### src/hdl/lr_pkg.sv
package lr_pkg;

  // Fixed widths of the register map and of the word fields.
  localparam int unsigned TLEN_W   = 11;
  localparam int unsigned CMD_W    = 2;
  localparam int unsigned STATUS_W = 2;

  // Defaults for the top-level parameters.
  localparam int unsigned DEF_MAX_SAMPLES = 1024;
  localparam int unsigned DEF_SAMPLE_BITS = 16;
  localparam int unsigned DEF_MAX_TARGET  = 1024;

  // Configuration port geometry.
  localparam int unsigned APB_AW = 3;
  localparam int unsigned APB_DW = 32;

  // Register index of target_length, taken from paddr above the byte offset.
  localparam logic [APB_AW-3:0] REG_TARGET_LENGTH = '0;

  // Reset value of target_length.
  localparam logic [TLEN_W-1:0] TLEN_RESET = TLEN_W'(1);

  // Command codes on the input channel.
  localparam logic [CMD_W-1:0] CMD_CLEAR = CMD_W'(0);
  localparam logic [CMD_W-1:0] CMD_LOAD  = CMD_W'(1);
  localparam logic [CMD_W-1:0] CMD_EMIT  = CMD_W'(2);

  // Depth of the queue between the front and the back end.
  localparam int unsigned QUEUE_DEPTH = 2;

  // Operation held in the queue after classification.
  typedef enum logic [1:0] {
    OP_CLEAR,
    OP_LOAD,
    OP_EMIT
  } op_e;

  // Status codes of a result word.
  typedef enum logic [STATUS_W-1:0] {
    STAT_OK      = 2'd0,
    STAT_NO_DATA = 2'd1,
    STAT_TRUNC   = 2'd2
  } status_e;

  // Back-end sequencer states.
  typedef enum logic [2:0] {
    BS_IDLE,
    BS_MUL,
    BS_DIV1,
    BS_READ,
    BS_PREP,
    BS_DIV2GO,
    BS_DIV2,
    BS_FINISH
  } back_state_e;

endpackage

### src/hdl/lr_queue.sv
module lr_queue #(
  parameter int unsigned WIDTH = 18
) (
  input  logic             clk_i,
  input  logic             rst_ni,
  input  logic             push_i,
  input  logic [WIDTH-1:0] data_i,
  output logic             full_o,
  output logic             valid_o,
  input  logic             pop_i,
  output logic [WIDTH-1:0] data_o
);

  localparam int unsigned DEPTH = lr_pkg::QUEUE_DEPTH;
  localparam int unsigned PW    = (DEPTH > 1) ? $clog2(DEPTH) : 1;
  localparam int unsigned CW    = $clog2(DEPTH + 1);

  logic [WIDTH-1:0] entry_q [DEPTH];
  logic [PW-1:0]    wr_ptr_q, wr_ptr_d;
  logic [PW-1:0]    rd_ptr_q, rd_ptr_d;
  logic [CW-1:0]    count_q, count_d;
  logic             do_push_w, do_pop_w;

  assign full_o    = (32'(count_q) == 32'(DEPTH));
  assign valid_o   = (count_q != '0);
  assign do_push_w = push_i && !full_o;
  assign do_pop_w  = pop_i && valid_o;
  assign data_o    = entry_q[rd_ptr_q];

  // Pointer and fill-count updates.
  always_comb begin
    wr_ptr_d = wr_ptr_q;
    rd_ptr_d = rd_ptr_q;
    count_d  = count_q;
    if (do_push_w) begin
      wr_ptr_d = (32'(wr_ptr_q) == 32'(DEPTH - 1)) ? '0 : wr_ptr_q + PW'(1);
    end
    if (do_pop_w) begin
      rd_ptr_d = (32'(rd_ptr_q) == 32'(DEPTH - 1)) ? '0 : rd_ptr_q + PW'(1);
    end
    if (do_push_w && !do_pop_w) begin
      count_d = count_q + CW'(1);
    end else if (!do_push_w && do_pop_w) begin
      count_d = count_q - CW'(1);
    end
  end

  always_ff @(posedge clk_i or negedge rst_ni) begin
    if (!rst_ni) begin
      wr_ptr_q <= '0;
      rd_ptr_q <= '0;
      count_q  <= '0;
    end else begin
      wr_ptr_q <= wr_ptr_d;
      rd_ptr_q <= rd_ptr_d;
      count_q  <= count_d;
    end
  end

  // Entry storage needs no reset.
  always_ff @(posedge clk_i) begin
    if (do_push_w) begin
      entry_q[wr_ptr_q] <= data_i;
    end
  end

endmodule

### config.mk
export PLATFORM = sky130hd
export DESIGN_NAME = lr_queue
export DESIGN_NICKNAME = d
export VERILOG_FILES = /design/src/hdl/lr_pkg.sv /design/src/hdl/lr_queue.sv
export SDC_FILE = /design/constraint.sdc
export NUM_CORES = 1
export LEC_CHECK = 0
export BUFFER_PORTS_ARGS = -buffer_cell sky130_fd_sc_hd__buf_2
export CAP_MARGIN = 20
export CORE_MARGIN = 3
export CORE_UTILIZATION = 54
export CTS_CLUSTER_SIZE = 24
export DETAILED_ROUTE_END_ITERATION = 6
export HOLD_SLACK_MARGIN = 0.15
export PLACE_DENSITY = 0.8
export SETUP_SLACK_MARGIN = 0.15
export SYNTH_ARGS = -nofsm -noshare
export SYNTH_HDL_FRONTEND = slang
export SYNTH_SLANG_ARGS = --single-unit
### constraint.sdc
create_clock -name clk_i -period 4.05 [get_ports clk_i]
set_input_delay 0.81 -clock clk_i [delete_from_list [all_inputs] [get_ports clk_i]]
set_output_delay 0.81 -clock clk_i [all_outputs]
set_load 0.03 [all_outputs]
# --- Yosys cells after proc, flatten, opt, wreduce, memory -nomap -nowiden ---
# Memory sizes are Yosys's and may differ from the RTL's.
# Index checks and enable logic that the tools add are counted.
classes:
  n_addsub: 4
  n_mux: 6
  reduce_logical: 9
  n_eq_ne: 1
op_table:
  columns: ["operator", "count"]
  rows:
  - ["logical AND 1 bit", 4]
  - ["two-way mux 1 bit", 4]
  - ["two-way mux 2 bit", 2]
  - ["nonzero test 2 bit", 2]
  - ["logical NOT 1 bit", 3]
  - ["adder 1 bit, second input constant", 2]
  - ["adder 2 x 1 -> 2 bit, second input constant", 1]
  - ["equality test 2 bit, second input constant", 1]
  - ["subtractor 2 x 1 -> 2 bit, second input constant", 1]
word_totals:
  reg_bits: 4
  ram_bits: 36
  input_bits: 22
  word_cells: 24
  mem_count: 1
memory_table:
  columns: ["memory", "depth", "width", "rd", "rd_clocked_by_memory_dff", "write_ports", "line", "rtl"]
  rows:
  - ["entry_q", 2, 18, 1, 0, 1, "lr_queue.sv:18", "logic [WIDTH-1:0] entry_q [DEPTH];"]

# --- Logic depth before layout (Yosys ltp) ---
logic_depth:
  word_depth: 7
  ltp_mapped: 7
  depth_no_buf: 7

# --- Least setup slack after synthesis ---
# Ideal clock, no wire load.
synth_path:
  kind: "input port to flip-flop"
  from: "in push_i"
  to: "mem entry_q[0][0] (enable)"
  stages: 2
  arrival_ns: 1.675
  path_slack_ns: 1.982
  required_time_ns: 3.658
  setup_ns: 0.392
  path_cell_list: "nand2_1 nor2_1"
synth_between:
  elab_chain_cells: 3
synth_rtl:
  columns: ["item", "line", "rtl"]
  rows:
  - ["start, declared", "lr_queue.sv:6", "input logic push_i,"]
  - ["logical AND 1 bit", "lr_queue.sv:26", "assign do_push_w = push_i && !full_o;"]
  - ["two-way mux 1 bit", "lr_queue.sv:62", "if (do_push_w) begin"]
  - ["two-way mux 1 bit (not written as such)", "lr_queue.sv:63", "entry_q[wr_ptr_q] <= data_i;"]
  - ["end, declared", "lr_queue.sv:18", null]
# No other way between the ends.

# --- Worst setup path in the final report ---
layout_path:
  from: "reg rd_ptr_q"
  to: "out data_o[7]"
layout_between:
  elab_chain_cells: 1
layout_rtl:
  columns: ["item", "line", "rtl"]
  rows:
  - ["start, declared", "lr_queue.sv:20", "logic [PW-1:0] rd_ptr_q, rd_ptr_d;"]
  - ["start signal, assigned", "lr_queue.sv:55", "rd_ptr_q <= rd_ptr_d;"]
  - ["memory (2 x 18 bit)", null, null]
  - ["end, declared", "lr_queue.sv:11", "output logic [WIDTH-1:0] data_o"]
# No other way between the ends.

==> qor.yml <==
place_area_um2: 1763
p_comb_share_pct: 39.0
cts_tree: "built"
hold_viol: 0
synth_edf_count: 36
drt_wl_total_um: 2281
grt_pass1_vias: 813
rows: 18
ir_worst_vdd_mv: 0.5088
clockPowerShare_pct: 13.9
sw_frac_of_total_pct: 37.67
syn_area_per_cell_um2: 20.65
overflow: 0
ys_seq_area_share_pct: 76.25
place.gp.congestion: 0.6346
fp.dieArea_um2: 3547
numPlacedInstances: 144
cp_max_fo: 19
maxSlewViolCount: 0
cts_hold_buf: 0
final_area_um2: 1819
cp_top_family: "flip-flops"
timing.rr.start: "count_q[0]"
syn_nets: 98
cts_root_buf: "clkbuf_4"
ys_ff_latch: 40
crit_type: "flip-flop to output pin"
ys_top_cells_by_count: "edfxtp_1, mux2_2, mux2_4"
grt_max_degree: 20
p_per_area_nw_per_um2: 754.6
fin_worst_skew_ns: 0.01445
drc: 0
hp-class: "input pin to async pin"
yosysMostFrequentCell: "edfxtp_1"
cts_made_buffers: 5
syn_area_um2: 1549
status: "finished clean"
first_pass_iters: 4
final_layout_size_suffix_gt1_share_pct: 56.56
drt_iter0_markers: 22
fp.dieW_um: 59.56
die_h_um: 59.56
ios: 42
layout.nets: 144
period_needed_ns: 2.707
pre_cts_ws_ns: 1.680
avgRoutedWirePerCell_um: 15.01
cts.repair.resized: 0
insertedDiodeCount: 0
fmax_mhz: 369.4
vias_per_cell: 5.178
finalCritPeriodShare_pct: 66.85
maxCapViolations: 0
synthFlopType: "edfxtp_1"
p_int_uw: 855.7
setup_viol: 0
ys_warn_count: 0
arrival_ns: 1.90
crit_path_end_kind: "output pin"
fin_ws_ns: 1.343
path_clk_slew_ns: 0.12
core_um2: 2590
startpoint_type: "flip-flop"
synth_area_leaders: "edfxtp_1, mux2_4, mux2_2"
ys_types: 16
worstPathRequired_ns: 3.24
tns_ns: 0
critical_path.startpoint: "rd_ptr_q"
clock_latency_ns: 0.34
detail-route-antenna-nets: 0
grtUsageTotal_pct: 14.63
synthArstFlopShare_pct: 10.00
yosysTopAreaCellShare_pct: 69.79
synthCells: 75
rsz0062_at_grt: "false"
grt_pass1_wl_um: 3581
power.switching_uw: 517.2
instances_no_fill: 152
areaGrowthSynthToFinish_pct: 17.45
path_cells: "mux2_2, buf_2"
dp_hpwl_um: 1607
power.leakage_nw: 0.7449
slew_headroom_pct: 38.28
dr_total_vias: 787
crit_buf_inv: 1
cpMaxStageDelayCell: "dfrtp_1"
tightest_slew_ns: 0.9259
yosysTopAreaCell: "edfxtp_1"
clock_sinks: 40
htree_levels: 2
slowest_delay_ns: 0.97
start_util_pct: 59.81
portBuffers: 41
antenna_found_initial: 0
cts_setup_buffers: 0
cts_buffer_depth: 2
fill_cells: 172
power_frac_seq_pct: 47.1
## layout by cell type, fill, tap and decap left out
cell	synthesis	routed
and3_1	1	1
buf_2	0	41
clkbuf_4	0	5
clkinv_2	0	2
clkinv_4	0	1
dfrtp_1	4	4
edfxtp_1	36	36
ha_1	1	1
inv_1	2	2
mux2_2	9	9
mux2_4	9	9
nand2_1	1	1
nand2_2	1	1
nand2b_1	1	1
nor2_1	2	1
nor2_2	0	1
or2_1	1	1
xnor2_1	3	3
xor2_1	2	2
## power by group through the flow
stage	Combinational [mW]	Sequential, mW	Clock [mW]
after floorplan	0.485	0.605	0
after global placement	0.537	0.652	0
after detailed placement	0.545	0.659	0
after CTS	0.545	0.650	0.201
after global routing	0.571	0.663	0.218
final	0.535	0.646	0.191
## worst paths after layout
path / slack (ns) / to / depth (start not counted)
setup / recovery: 1.34 / data_o[7] / 2
hold / removal: 0.24 / count_q[0] / 1
setup reg to reg: 2.26 / entry_q[0][14] / 3
hold reg to reg: 0.50 / count_q[1] / 1
max in group asynchronous: 3.67 / rd_ptr_q / 1
min in group clk_i: 0.50 / count_q[1] / 1
## per-layer routing
layer,GRT usage (%),up-vias,routed length [um]
met3,8.061,5,190
li1,-,373,-
met2,24.96,25,1167
met4,5.696,0,30
met1,14.83,384,893
met5,0,-,0
## flip-flops by register name (all words and copies together) (netlist names)
| register | flops |
|---|---|
| count_q | 2 |
| entry_q | 36 |
| rd_ptr_q | 1 |
| wr_ptr_q | 1 |
## logic make-up after synthesis
| logic type | count (synthesis) | synth area share (%) |
|---|---|---|
| adders and majority gates | 1 | 0.8076 |
| muxes | 18 | 15.27 |
| and+or+nand+nor | 7 | 2.343 |
| xor gates and xnor gates | 5 | 2.828 |
| DFF | 40 | 76.25 |
| buffers and inverters | 4 | 2.504 |
## stage by stage
step / utilization (%) / hold WS [ns] / power, mW
after global placement: 68.07 / 0.4732 / 1.189
after CTS: 70.24 / 0.2285 / 1.396
final: 70.24 / 0.2426 / 1.373
after global routing: 70.24 / 0.2123 / 1.452
after floorplan: - / 0.4564 / 1.090
after detailed placement: 68.07 / 0.4854 / 1.204
## area by class of cell
cell class	instances	area, um^2	area share (%)
Sequential cell	40	1181	64.92
Tap cell	30	37.54	2.063
Timing Repair Buffer	41	205.2	11.28
Inverter	2	7.507	0.4127
Clock buffer	5	37.54	2.063
Clock inverter	3	18.77	1.032
Multi-Input combinational cell	31	331.6	18.23
## worst register-to-register path, delay by kind of cell, from the launching register on
kind	cells	cell delay [ns]
and+or+nand+nor	3	0.98
DFF	1	0.43
No activity file was read; power rests on OpenSTA's default activity.
